**src/sv/clamped_pid_step_assert.svh**
```systemverilog
// ----------------------------------------------------------------------------
// clamped_pid_step_assert.svh - assertion macros
// Shorthand for the clocked implication checks used in the PID step block.
// ----------------------------------------------------------------------------
`ifndef CLAMPED_PID_STEP_ASSERT_SVH
`define CLAMPED_PID_STEP_ASSERT_SVH

// same-cycle implication, off during reset
`define CPS_AST_IMP(lbl, ante, cons, msg) \
  lbl: assert property (@(posedge clk) disable iff (rst) (ante) |-> (cons)) \
    else $error(msg);

// next-cycle implication, off during reset
`define CPS_AST_NXT(lbl, ante, cons, msg) \
  lbl: assert property (@(posedge clk) disable iff (rst) (ante) |=> (cons)) \
    else $error(msg);

`endif

```
**src/sv/cps_pkg.sv**
```systemverilog
`timescale 1ns / 1ps
// ----------------------------------------------------------------------------
// cps_pkg - clamped PID step package
// Widths, reset values, register indexes and the microcode table.
// ----------------------------------------------------------------------------
package cps_pkg;

  // field widths
  localparam int POS_W   = 12;
  localparam int E_W     = POS_W + 1;
  localparam int DIFF_W  = E_W + 1;
  localparam int GAIN_W  = 16;
  localparam int PER_W   = 10;
  localparam int INT_W   = 24;
  localparam int ISUM_W  = INT_W + 1;
  localparam int DRV_W   = 8;
  localparam int DER_W   = 16;

  // datapath widths
  localparam int MA_W    = 33;
  localparam int MB_W    = 17;
  localparam int PROD_W  = MA_W + MB_W;
  localparam int ACC_W   = 43;
  localparam int K1000   = 1000;

  // shared restoring divider
  localparam int DIVQ_W    = 24;
  localparam int DQS_W     = DIVQ_W + 1;
  localparam int DIV_CNT_W = $clog2(DIVQ_W + 1);

  // drive = trunc(total / 256000) = sign * ((|total| >> 11) / 125)
  // x / 125 = (x * 33555) >> 22 for every x up to DRV_SAT
  localparam int DRV_SHIFT    = 11;
  localparam int DRV_DIV      = 125;
  localparam int DRV_Q_W      = 9;
  localparam int DRVF_W       = DRV_Q_W + 1;
  localparam int DRV_SAT      = DRV_DIV << (DRV_Q_W - 1);
  localparam int DRV_SAT_W    = $clog2(DRV_SAT + 1);
  localparam int SH_W         = ACC_W - DRV_SHIFT;
  localparam int DRV_RECIP    = 33555;
  localparam int DRV_RECIP_SH = 22;

  // configuration port
  localparam int CFG_IDX_W  = 4;
  localparam int CFG_DATA_W = 24;

  typedef enum logic [CFG_IDX_W-1:0] {
    REG_GAIN_P        = 4'd0,
    REG_GAIN_I        = 4'd1,
    REG_GAIN_D        = 4'd2,
    REG_PERIOD_MS     = 4'd3,
    REG_INTEGRAL_HIGH = 4'd4,
    REG_INTEGRAL_LOW  = 4'd5,
    REG_DRIVE_HIGH    = 4'd6,
    REG_DRIVE_LOW     = 4'd7
  } cfg_reg_t;

  localparam logic [PER_W-1:0]        PERIOD_RST  = 10'd20;
  localparam logic signed [INT_W-1:0] INT_HI_RST  = 24'sd20000;
  localparam logic signed [INT_W-1:0] INT_LO_RST  = -24'sd20000;
  localparam logic signed [DRV_W-1:0] DRV_HI_RST  = 8'sd110;
  localparam logic signed [DRV_W-1:0] DRV_LO_RST  = -8'sd110;

  localparam int DER_MAX_DEF = 10;
  localparam int DER_MIN_DEF = -10;

  // microcode
  localparam int STEP_W = 4;

  typedef enum logic [2:0] {
    MA_E    = 3'd0,
    MA_DIFF = 3'd1,
    MA_GP   = 3'd2,
    MA_GD   = 3'd3,
    MA_ISUM = 3'd4,
    MA_PROD = 3'd5,
    MA_ZERO = 3'd6,
    MA_ASAT = 3'd7
  } ma_sel_t;

  typedef enum logic [2:0] {
    MB_PER   = 3'd0,
    MB_K1000 = 3'd1,
    MB_E     = 3'd2,
    MB_DER   = 3'd3,
    MB_GI    = 3'd4,
    MB_ZERO  = 3'd5,
    MB_RECIP = 3'd6
  } mb_sel_t;

  typedef enum logic [2:0] {
    ALU_NOP     = 3'd0,
    ALU_INT     = 3'd1,
    ALU_DIVD    = 3'd2,
    ALU_ACC_LD  = 3'd3,
    ALU_ACC_ADD = 3'd4,
    ALU_DER     = 3'd5,
    ALU_OUT     = 3'd7
  } alu_op_t;

  typedef enum logic [1:0] {
    SQ_NEXT    = 2'd0,
    SQ_BR_BUSY = 2'd1,
    SQ_END     = 2'd2
  } seq_op_t;

  typedef struct packed {
    ma_sel_t            a_sel;
    mb_sel_t            b_sel;
    alu_op_t            alu;
    seq_op_t            seq;
    logic [STEP_W-1:0]  target;
  } ucw_t;

  localparam logic [STEP_W-1:0] STEP_NONE   = 4'd0;
  localparam logic [STEP_W-1:0] STEP_WAIT_D = 4'd6;

  // product of step n is in prod during step n+1
  function automatic ucw_t ucode(input logic [STEP_W-1:0] step);
    ucw_t w;
    unique case (step)
      4'd0:  w = '{MA_E,    MB_PER,   ALU_NOP,     SQ_NEXT,    STEP_NONE};
      4'd1:  w = '{MA_DIFF, MB_K1000, ALU_INT,     SQ_NEXT,    STEP_NONE};
      4'd2:  w = '{MA_GP,   MB_E,     ALU_DIVD,    SQ_NEXT,    STEP_NONE};
      4'd3:  w = '{MA_PROD, MB_K1000, ALU_NOP,     SQ_NEXT,    STEP_NONE};
      4'd4:  w = '{MA_ISUM, MB_GI,    ALU_ACC_LD,  SQ_NEXT,    STEP_NONE};
      4'd5:  w = '{MA_ZERO, MB_ZERO,  ALU_ACC_ADD, SQ_NEXT,    STEP_NONE};
      4'd6:  w = '{MA_ZERO, MB_ZERO,  ALU_NOP,     SQ_BR_BUSY, STEP_WAIT_D};
      4'd7:  w = '{MA_ZERO, MB_ZERO,  ALU_DER,     SQ_NEXT,    STEP_NONE};
      4'd8:  w = '{MA_GD,   MB_DER,   ALU_NOP,     SQ_NEXT,    STEP_NONE};
      4'd9:  w = '{MA_PROD, MB_K1000, ALU_NOP,     SQ_NEXT,    STEP_NONE};
      4'd10: w = '{MA_ZERO, MB_ZERO,  ALU_ACC_ADD, SQ_NEXT,    STEP_NONE};
      // reciprocal product stays selected so prod holds while result stalls
      4'd11: w = '{MA_ASAT, MB_RECIP, ALU_NOP,     SQ_NEXT,    STEP_NONE};
      4'd12: w = '{MA_ASAT, MB_RECIP, ALU_OUT,     SQ_END,     STEP_NONE};
      default: w = '{MA_ZERO, MB_ZERO, ALU_NOP,    SQ_END,     STEP_NONE};
    endcase
    return w;
  endfunction

endpackage

```
**src/sv/cps_if.sv**
```systemverilog
`timescale 1ns / 1ps
// ----------------------------------------------------------------------------
// cps_if - clamped PID step channels
// Valid/ready channels for ticks in, drive out and register writes.
// ----------------------------------------------------------------------------
interface cps_in_if;
  import cps_pkg::*;
  logic             valid;
  logic             ready;
  logic [POS_W-1:0] position;
  logic [POS_W-1:0] setpoint;
  logic             reversed;
  logic             restart;
  modport source (output valid, position, setpoint, reversed, restart, input ready);
  modport sink   (input valid, position, setpoint, reversed, restart, output ready);
endinterface

interface cps_out_if;
  import cps_pkg::*;
  logic                    valid;
  logic                    ready;
  logic signed [DRV_W-1:0] drive;
  modport source (output valid, drive, input ready);
  modport sink   (input valid, drive, output ready);
endinterface

interface cps_cfg_if;
  import cps_pkg::*;
  logic                  valid;
  logic                  ready;
  logic [CFG_IDX_W-1:0]  index;
  logic [CFG_DATA_W-1:0] data;
  modport source (output valid, index, data, input ready);
  modport sink   (input valid, index, data, output ready);
endinterface

```
**src/sv/clamped_pid_step.sv**
```systemverilog
`timescale 1ns / 1ps
// ----------------------------------------------------------------------------
// clamped_pid_step - one tick of a clamped PID position controller
// Microcoded sequencer over a shared multiplier and a restoring divider.
// ----------------------------------------------------------------------------
// Each beat on tick is one control tick and gives exactly one beat on result.
// The block works one tick at a time: tick.ready is high only while the
// sequencer is idle. The result register is loaded and tick.ready returns
// at the same edge, when the final step finds the result register free.
// The 24-step derivative divide (error delta times 1000 over period_ms) on
// the restoring divider runs beside the 13-step microprogram, which waits in
// step 6 until the divider is done. The drive divide by 256000 is a shift
// and a reciprocal multiply on the shared multiplier. A finished drive sits
// in the result register while the next tick is accepted and worked; only
// the final microcode step waits for that register to empty. Register writes
// on cfg are taken in any cycle, but are meant to happen only while the
// block is idle.
// ----------------------------------------------------------------------------
module clamped_pid_step #(
  parameter int DER_MAX = cps_pkg::DER_MAX_DEF,
  parameter int DER_MIN = cps_pkg::DER_MIN_DEF
) (
  input  logic      clk,
  input  logic      rst,
  cps_cfg_if.sink   cfg,
  cps_in_if.sink    tick,
  cps_out_if.source result
);
  import cps_pkg::*;

  // configuration registers
  logic signed [GAIN_W-1:0] gain_p, gain_i, gain_d;
  logic [PER_W-1:0]         period_ms;
  logic signed [INT_W-1:0]  integral_high, integral_low;
  logic signed [DRV_W-1:0]  drive_high, drive_low;

  // controller state carried between ticks
  logic signed [INT_W-1:0]  isum;
  logic signed [E_W-1:0]    last_err;

  // captured tick
  logic [POS_W-1:0] pos_r, set_r;
  logic             rev_r, rst_r;

  // sequencer
  logic              run;
  logic [STEP_W-1:0] step;
  ucw_t              cw;
  logic              out_free, adv, do_alu, tick_acc;

  // datapath
  logic signed [MA_W-1:0]   ma;
  logic signed [MB_W-1:0]   mb;
  logic signed [PROD_W-1:0] prod;
  logic signed [ACC_W-1:0]  acc;
  logic signed [DER_W-1:0]  der;

  // shared divider: quotient bits shift in at the bottom of div_q
  logic [DIVQ_W-1:0]    div_q;
  logic [PER_W-1:0]     div_rem, div_den;
  logic [DIV_CNT_W-1:0] div_cnt;
  logic                 div_neg, div_busy;
  logic [PER_W:0]       div_trial;

  // output register
  logic                    out_valid;
  logic signed [DRV_W-1:0] out_drive;

  // ---- combinational terms ----
  logic signed [E_W-1:0]    e_fwd, e, last_eff;
  logic signed [DIFF_W-1:0] diff;
  logic [PER_W-1:0]         per_eff;
  logic signed [INT_W-1:0]  base;
  logic signed [ISUM_W-1:0] isum_raw;
  logic signed [INT_W-1:0]  isum_next;
  logic signed [DQS_W-1:0]  dnum, dq;
  logic [DIVQ_W-1:0]        dmag;
  logic signed [DER_W-1:0]  der_next;
  logic [ACC_W-1:0]         amag;
  logic [SH_W-1:0]          ash;
  logic [DRV_SAT_W-1:0]     asat;
  logic [DRV_Q_W-1:0]       drv_q;
  logic signed [DRVF_W-1:0] drv_full;
  logic signed [DRV_W-1:0]  drv_next;

  assign cw       = ucode(step);
  assign out_free = !out_valid || result.ready;
  assign adv      = (cw.seq != SQ_END) || out_free;
  assign do_alu   = run && adv;
  assign tick_acc = tick.valid && tick.ready;
  assign div_busy = (div_cnt != '0);

  assign tick.ready   = !run;
  assign cfg.ready    = 1'b1;
  assign result.valid = out_valid;
  assign result.drive = out_drive;

  always_comb begin
    // error and delta; a restart tick sees zero history
    e_fwd    = $signed({1'b0, set_r}) - $signed({1'b0, pos_r});
    e        = rev_r ? -e_fwd : e_fwd;
    last_eff = rst_r ? '0 : last_err;
    diff     = DIFF_W'(e) - DIFF_W'(last_eff);
    per_eff  = (period_ms == '0) ? PER_W'(1) : period_ms;
    base     = rst_r ? '0 : isum;

    // integral: prod holds e * period here
    isum_raw = ISUM_W'(base) + ISUM_W'(prod);
    if (isum_raw > ISUM_W'(integral_high)) begin
      isum_next = integral_high;
    end else if (isum_raw < ISUM_W'(integral_low)) begin
      isum_next = integral_low;
    end else begin
      isum_next = INT_W'(isum_raw);
    end

    // derivative divide operands: prod holds delta * 1000
    dnum = DQS_W'(prod);
    dmag = DIVQ_W'(dnum[DQS_W-1] ? -dnum : dnum);

    // derivative result, truncated toward zero then clamped
    dq = div_neg ? -$signed({1'b0, div_q}) : $signed({1'b0, div_q});
    if (dq > DQS_W'(DER_MAX)) begin
      der_next = DER_W'(DER_MAX);
    end else if (dq < DQS_W'(DER_MIN)) begin
      der_next = DER_W'(DER_MIN);
    end else begin
      der_next = DER_W'(dq);
    end

    // drive divide operand; anything at or past 256 clamps the same way
    amag = ACC_W'(acc[ACC_W-1] ? -acc : acc);
    ash  = amag[ACC_W-1:DRV_SHIFT];
    asat = (ash >= SH_W'(DRV_SAT)) ? DRV_SAT_W'(DRV_SAT) : ash[DRV_SAT_W-1:0];

    // quotient by 125 from the reciprocal product in prod
    drv_q    = prod[DRV_RECIP_SH +: DRV_Q_W];
    drv_full = acc[ACC_W-1] ? -$signed({1'b0, drv_q}) : $signed({1'b0, drv_q});
    if (drv_full > DRVF_W'(drive_high)) begin
      drv_next = drive_high;
    end else if (drv_full < DRVF_W'(drive_low)) begin
      drv_next = drive_low;
    end else begin
      drv_next = DRV_W'(drv_full);
    end

    div_trial = {div_rem, div_q[DIVQ_W-1]};
  end

  // multiplier operand select
  always_comb begin
    unique case (cw.a_sel)
      MA_E:    ma = MA_W'(e);
      MA_DIFF: ma = MA_W'(diff);
      MA_GP:   ma = MA_W'(gain_p);
      MA_GD:   ma = MA_W'(gain_d);
      MA_ISUM: ma = MA_W'(isum);
      MA_PROD: ma = MA_W'(prod);
      MA_ASAT: ma = MA_W'(asat);
      default: ma = '0;
    endcase
    unique case (cw.b_sel)
      MB_PER:   mb = MB_W'({1'b0, per_eff});
      MB_K1000: mb = MB_W'(K1000);
      MB_E:     mb = MB_W'(e);
      MB_DER:   mb = MB_W'(der);
      MB_GI:    mb = MB_W'(gain_i);
      MB_RECIP: mb = MB_W'(DRV_RECIP);
      default:  mb = '0;
    endcase
  end

  // ---- sequencer and handshake control ----
  always_ff @(posedge clk) begin
    if (rst) begin
      run       <= 1'b0;
      step      <= '0;
      out_valid <= 1'b0;
      div_cnt   <= '0;
    end else begin
      if (result.ready) begin
        out_valid <= 1'b0;
      end
      if (tick_acc) begin
        run  <= 1'b1;
        step <= '0;
      end else if (run) begin
        unique case (cw.seq)
          SQ_NEXT:    step <= step + 1'b1;
          SQ_BR_BUSY: step <= div_busy ? cw.target : step + 1'b1;
          SQ_END:     if (out_free) begin
            run <= 1'b0;
          end
          default:    step <= step;
        endcase
      end
      if (div_busy) begin
        div_cnt <= div_cnt - 1'b1;
      end
      if (do_alu) begin
        case (cw.alu)
          ALU_DIVD: div_cnt <= DIV_CNT_W'(DIVQ_W);
          ALU_OUT:  out_valid <= 1'b1;
          default:  ;
        endcase
      end
    end
  end

  // ---- configuration and carried state ----
  always_ff @(posedge clk) begin
    if (rst) begin
      gain_p        <= '0;
      gain_i        <= '0;
      gain_d        <= '0;
      period_ms     <= PERIOD_RST;
      integral_high <= INT_HI_RST;
      integral_low  <= INT_LO_RST;
      drive_high    <= DRV_HI_RST;
      drive_low     <= DRV_LO_RST;
      isum          <= '0;
      last_err      <= '0;
    end else begin
      if (cfg.valid) begin
        unique case (cfg.index)
          REG_GAIN_P:        gain_p        <= cfg.data[GAIN_W-1:0];
          REG_GAIN_I:        gain_i        <= cfg.data[GAIN_W-1:0];
          REG_GAIN_D:        gain_d        <= cfg.data[GAIN_W-1:0];
          REG_PERIOD_MS:     period_ms     <= cfg.data[PER_W-1:0];
          REG_INTEGRAL_HIGH: integral_high <= cfg.data[INT_W-1:0];
          REG_INTEGRAL_LOW:  integral_low  <= cfg.data[INT_W-1:0];
          REG_DRIVE_HIGH:    drive_high    <= cfg.data[DRV_W-1:0];
          REG_DRIVE_LOW:     drive_low     <= cfg.data[DRV_W-1:0];
          default:           ;
        endcase
      end
      if (do_alu) begin
        case (cw.alu)
          ALU_INT:  isum     <= isum_next;
          ALU_DIVD: last_err <= e;
          default:  ;
        endcase
      end
    end
  end

  // ---- datapath registers ----
  always_ff @(posedge clk) begin
    prod <= ma * mb;
    if (tick_acc) begin
      pos_r <= tick.position;
      set_r <= tick.setpoint;
      rev_r <= tick.reversed;
      rst_r <= tick.restart;
    end
    if (div_busy) begin
      if (div_trial >= {1'b0, div_den}) begin
        div_rem <= PER_W'(div_trial - {1'b0, div_den});
        div_q   <= {div_q[DIVQ_W-2:0], 1'b1};
      end else begin
        div_rem <= div_trial[PER_W-1:0];
        div_q   <= {div_q[DIVQ_W-2:0], 1'b0};
      end
    end
    if (do_alu) begin
      case (cw.alu)
        ALU_ACC_LD:  acc <= ACC_W'(prod);
        ALU_ACC_ADD: acc <= acc + ACC_W'(prod);
        ALU_DER:     der <= der_next;
        ALU_DIVD: begin
          div_q   <= dmag;
          div_rem <= '0;
          div_den <= per_eff;
          div_neg <= dnum[DQS_W-1];
        end
        ALU_OUT:     out_drive <= drv_next;
        default:     ;
      endcase
    end
  end

  // ---- assertions ----
`include "clamped_pid_step_assert.svh"

  `CPS_AST_IMP(a_idle_div_quiet, tick.ready, div_cnt == '0, "divider busy while idle")
  `CPS_AST_NXT(a_accept_starts, tick_acc, !tick.ready && step == '0, "tick not started")
  `CPS_AST_NXT(a_end_loads_result, run && cw.seq == SQ_END && out_free,
               result.valid && tick.ready, "last step left no result")
  `CPS_AST_IMP(a_div_count_range, run, div_cnt <= DIV_CNT_W'(DIVQ_W), "divider count overrun")

endmodule

```
**src/flat_wrapper.sv**
```systemverilog
// flat-port wrapper written by rule: the top's interface ports become plain ports
module clamped_pid_step_flat import cps_pkg::*;
#(
  parameter int DER_MAX = cps_pkg::DER_MAX_DEF,
  parameter int DER_MIN = cps_pkg::DER_MIN_DEF
)
  (clk, rst, cfg_valid, cfg_index, cfg_data, cfg_ready, tick_valid, tick_position, tick_setpoint, tick_reversed, tick_restart, tick_ready, result_valid, result_drive, result_ready);
  cps_cfg_if cfg_i ();
  cps_in_if tick_i ();
  cps_out_if result_i ();
  input  logic clk;
  input  logic rst;
  input wire logic [$bits(cfg_i.valid)-1:0] cfg_valid;
  input wire logic [$bits(cfg_i.index)-1:0] cfg_index;
  input wire logic [$bits(cfg_i.data)-1:0] cfg_data;
  output wire logic [$bits(cfg_i.ready)-1:0] cfg_ready;
  input wire logic [$bits(tick_i.valid)-1:0] tick_valid;
  input wire logic [$bits(tick_i.position)-1:0] tick_position;
  input wire logic [$bits(tick_i.setpoint)-1:0] tick_setpoint;
  input wire logic [$bits(tick_i.reversed)-1:0] tick_reversed;
  input wire logic [$bits(tick_i.restart)-1:0] tick_restart;
  output wire logic [$bits(tick_i.ready)-1:0] tick_ready;
  output wire logic [$bits(result_i.valid)-1:0] result_valid;
  output wire logic [$bits(result_i.drive)-1:0] result_drive;
  input wire logic [$bits(result_i.ready)-1:0] result_ready;
  assign cfg_i.valid = cfg_valid;
  assign cfg_i.index = cfg_index;
  assign cfg_i.data = cfg_data;
  assign cfg_ready = cfg_i.ready;
  assign tick_i.valid = tick_valid;
  assign tick_i.position = tick_position;
  assign tick_i.setpoint = tick_setpoint;
  assign tick_i.reversed = tick_reversed;
  assign tick_i.restart = tick_restart;
  assign tick_ready = tick_i.ready;
  assign result_valid = result_i.valid;
  assign result_drive = result_i.drive;
  assign result_i.ready = result_ready;
  clamped_pid_step #(.DER_MAX(DER_MAX), .DER_MIN(DER_MIN)) u_core (.clk(clk), .rst(rst), .cfg(cfg_i), .tick(tick_i), .result(result_i));
endmodule
```
**config.mk**
```make
export PLATFORM = sky130hd
export DESIGN_NAME = clamped_pid_step_flat
export DESIGN_NICKNAME = d
export VERILOG_FILES = /design/src/sv/cps_pkg.sv /design/src/sv/cps_if.sv /design/src/sv/clamped_pid_step.sv /design/src/flat_wrapper.sv
export VERILOG_INCLUDE_DIRS = /design/src /design/src/sv
export SDC_FILE = /design/constraint.sdc
export NUM_CORES = 2
export LEC_CHECK = 0
export BUFFER_PORTS_ARGS = -buffer_cell sky130_fd_sc_hd__buf_4
export CORE_UTILIZATION = 50
export DETAILED_ROUTE_END_ITERATION = 10
export GPL_ROUTABILITY_DRIVEN = 0
export PLACE_DENSITY_LB_ADDON = 0.05
export SYNTH_ARGS = -nofsm -noshare
export SYNTH_HDL_FRONTEND = slang
export SYNTH_SLANG_ARGS = --single-unit
```
**constraint.sdc**
```tcl
create_clock -name clk -period 30.2 [get_ports clk]
set_clock_uncertainty 0.2 [all_clocks]
set_input_delay 6.04 -clock clk [delete_from_list [all_inputs] [get_ports clk]]
set_output_delay 6.04 -clock clk [all_outputs]
set_load 0.02 [all_outputs]
```
==> results.md <==
Die:
- The die outline width is 288 µm.
- The die outline height is between 200 and 300 µm.
- The number of cell rows is ~100.
- For this design the top-level I/O count stands at 70.
- The placeable core region is slightly above 0.08 mm².
- The initial core utilization is between 50% and 60%.
- The floorplan die area is 0.0830 mm².

GRT:
- The via count of the first global-routing pass was 33,400.
- The number of antenna violations at the first check in global routing was 1.
- The met1 global-route usage is between 40% and 50%.
- The busiest layer in global routing is met2.
- Global routing consumed, over all layers together, 32.0% of the routing resources.
- The largest net degree at the start of global routing is 75.
- The global-route wire length before repair is roughly 200,000 µm.
- The global-route track usage on met2 is 48.8%.
- For this run, global-route usage on met3 was measured as 5.98%.
- The global-route congestion overflow total is 0.

Synth:
- The total of warnings raised by yosys is 0.
- By area the synthesized netlist is led by sky130_fd_sc_hd__fa_1 23%, sky130_fd_sc_hd__dfxtp_1 13%, sky130_fd_sc_hd__ha_1 8.9%.
- The area share of the leading cell type in the synthesized netlist is 23.3%.
- The primary flip-flop cell chosen by synthesis mapping is sky130_fd_sc_hd__dfxtp_1.
- When the netlist entered floorplanning its net count stood at 5,727.
- The count of state elements after synthesis is 362.
- The synthesized area is a little over 0.04 mm².
- Synthesis produced ~5,000 cells.
- The synthesized area per cell is roughly 8.3 µm².
- Counting flops with a built-in enable in the synthesized netlist gives about 100.
- The netlist uses 103 different library cells.
- The fraction of registers with async set/reset is 0%.
- The largest total area in the synthesized netlist belongs to sky130_fd_sc_hd__fa_1.
- After synthesis, flip-flops and latches occupy 20.3% of the total area.

Drt:
- In the final routed layout, each cell accounts on average for between 20 and 25 µm.
- After detailed routing, the number of remaining DRC violations is 10.
- The final antenna-violating net count is 0.
- The first TritonRoute pass finished after 9 iterations.
- For this block, the via count after detailed routing is between 30,000 and 40,000.
- The wire length after detailed routing is between 100,000 and 150,000 µm.
- The initial DRC count is approximately 2,700.
- Dividing the detail-routed via count by the number of cells gives 5.75.

STA:
- Setup repair after global routing left no endpoint under its margin.
- Measured against its own limit, the worst slew margin works out to 17.0%.
- Dividing the final minimum period by the clock period gives 41.6%.
- The highest attainable clock frequency is a little under 80 MHz.
- The count of endpoints failing hold in the final timing report is 0.
- The max-slew violation count is 0.
- The final setup violation count is 0.
- The worst path in the final design needs a cycle of around 13,000 ps, including I/O delays and setup.
- The setup total negative slack is 0 ps.
- For the pin with the worst max-slew slack, the measured transition is roughly 1200 ps.

Status:
- The checks that failed: DRC.
- The run finished, with violations left.

Power and ir drop:
- Total power for the finished layout comes to approximately 4.4 mW.
- Cell internal power was estimated by the tool at 2.14 mW.
- In this run switching power makes up 50.9% of total power.
- The largest vdd supply drop is just over 0.08 mV.
- The leakage power summed over all cells is around 20 nW.
- The power density over the cells is approximately 99 mW/mm².
- Per report_power, the clock group accounts for around an eighth of the total.
- The part of the total power dissipated in sequential elements is ~17%.
- For this design the total switching power over the nets is around 2.2 mW.
- Combinational logic burns a little over two thirds of the power.

Clock tree:
- The number of hold buffers added after CTS was 0.
- The clock-pin slew reported for the worst setup and hold paths after clock tree synthesis is about 60 ps.
- The post-cts gate resize count is 0.
- Clock tree synthesis inserted a total of 44 buffers.
- The number of clock sinks seen by CTS is 362.
- The number of setup buffers added after CTS is 0.
- The library cell used as clock root buffer is sky130_fd_sc_hd__clkbuf_16.
- TritonCTS built the clock tree.
- The H-tree depth is 2.
- The clock passes through at most 3 buffers.
- The clock latency on the worst-skew pair is around 600 ps.

Final layout:
- The final core area utilization is 54.4%.
- The final layout net count is 5,672.
- The layout overhead on the synthesized area is 7.47%.
- The library cell used most frequently in the layout, excluding fill and tap cells, is sky130_fd_sc_hd__inv_1.
- The number of inserted filler cells in the final layout is 7,642.
- The count of inserted antenna diode cells is 0.
- The fraction of final layout cells with drive strength greater than 1 is between 6 and 7%.
- The final instance area is approximately 0.044 mm².
- In the layout the commonest cells are 685 x sky130_fd_sc_hd__inv_1, 616 x sky130_fd_sc_hd__nor2_1, 575 x sky130_fd_sc_hd__nand2_1.

Worst setup path:
- The critical path class is register to register.
- The critical-path maximum fanout is 16.
- The data required time of the critical path is roughly 30,000 ps.
- In this design, the critical path's most frequently occurring cell is sky130_fd_sc_hd__fa_1.
- The arrival time at the worst endpoint is ~13,000 ps.
- STA classifies the critical path endpoint as a register.
- The cell type of the slowest stage on the worst timing path is sky130_fd_sc_hd__a21oi_1.
- STA classifies the critical path startpoint as a register.
- For this run, the slowest stage of the critical path takes 920 ps.

Place:
- The HPWL after detailed placement is about 100,000 µm.
- The number of buffers inserted by port buffering is 68.
- The placed cell area is 0.0425 mm².

Worst hold path:
- The path type of the worst min-delay path is register to register.

Job:
- The max-cap violation count is 0.
==> cells in the mapped netlist (all sizes together) (85+ instances only) <==
| master | instances |
|---|---|
| xnor2 | 116 |
| clkbuf | 204 |
| ha | 291 |
| a21o | 85 |
| mux2i | 99 |
| fa | 477 |
| nand2 | 577 |
| o21ai | 198 |
| inv | 686 |
| edfxtp | 104 |
| a21oi | 273 |
| dfxtp | 258 |
| nor2 | 620 |
==> cell families after synthesis <==
family | after synthesis | share of synthesized area, %
DFF | 362 | 20.3
other | 1 | 0.00917
muxes | 104 | 2.56
buffers and inverters | 927 | 8.65
AOI/OAI and AO/OA | 908 | 14.4
adders and majority gates | 768 | 32.2
xor gates and xnor gates | 200 | 4.32
and+or+nand+nor | 1630 | 17.6
==> routing by layer <==
layer | vias up | wire length [µm]
li1 | 15900 | -
met1 | 16900 | 59700
met2 | 1201 | 56400
met3 | 193 | 11000
met4 | 0 | 3560
met5 | - | 0
==> through the flow <==
| step | hold slack, ps | cells | worst slack (ps) |
|---|---|---|---|
| final | 255 | 5940 | 17630 |
| after global routing | 272 | 5940 | 16850 |
| after CTS | 254 | 5940 | 17730 |
| after detailed placement | 246 | 5859 | 17730 |
| after global placement | 241 | 5859 | 17940 |
| after floorplan | 232 | 4900 | 19480 |
==> worst max-delay path, delay by kind of cell (launching register included) <==
kind,cells,cell delay (ps)
flops,1,360
buf+inv,6,360
compound gates,18,4680
simple gates,8,1940
xor+xnor,2,500
fa+ha+maj,10,4420
==> final timing paths <==
kind	startpoint	to	slack [ps]	depth (start not counted)
max	u_core.pos_r[0]$_DFFE_PP_	u_core.prod[42]$_DFF_P_	17630	44
min	u_core.div_rem[9]$_DFF_P_	u_core.div_rem[9]$_DFF_P_	260	2
min reg2reg	u_core.div_rem[9]$_DFF_P_	u_core.div_rem[9]$_DFF_P_	260	2
max reg2reg	u_core.pos_r[0]$_DFFE_PP_	u_core.prod[42]$_DFF_P_	17630	44
==> final cells by class <==
| cell class | instances | area (µm²) | share of cell area, % |
|---|---|---|---|
| Clock buffer | 59 | 1270 | 2.89 |
| Timing Repair Buffer | 139 | 1040 | 2.37 |
| Multi-Input combinational cell | 3611 | 29200 | 66.5 |
| Clock inverter | 22 | 238 | 0.541 |
| Inverter | 687 | 2580 | 5.86 |
| Tap cell | 1060 | 1330 | 3.02 |
| Sequential cell | 362 | 8290 | 18.9 |
==> power by group through the flow <==
stage / Sequential (mW) / Combinational [mW] / Clock [mW]
final: 0.731 / 3.07 / 0.556
after detailed placement: 0.736 / 3.04 / 0
after floorplan: 0.661 / 2.28 / 0
after global placement: 0.736 / 3.03 / 0
after global routing: 0.734 / 3.48 / 0.586
after CTS: 0.726 / 3.06 / 0.563
==> state kept, by name, indices dropped and copies added, names as in the netlist, 16 cells and up <==
signal / flops
u_core.gain_p: 16
u_core.prod: 43
u_core.integral_high: 24
u_core.gain_d: 16
u_core.der: 16
u_core.integral_low: 24
u_core.acc: 43
u_core.isum: 24
u_core.div_q: 24
u_core.gain_i: 16
Power figures use the tool's default switching activity.
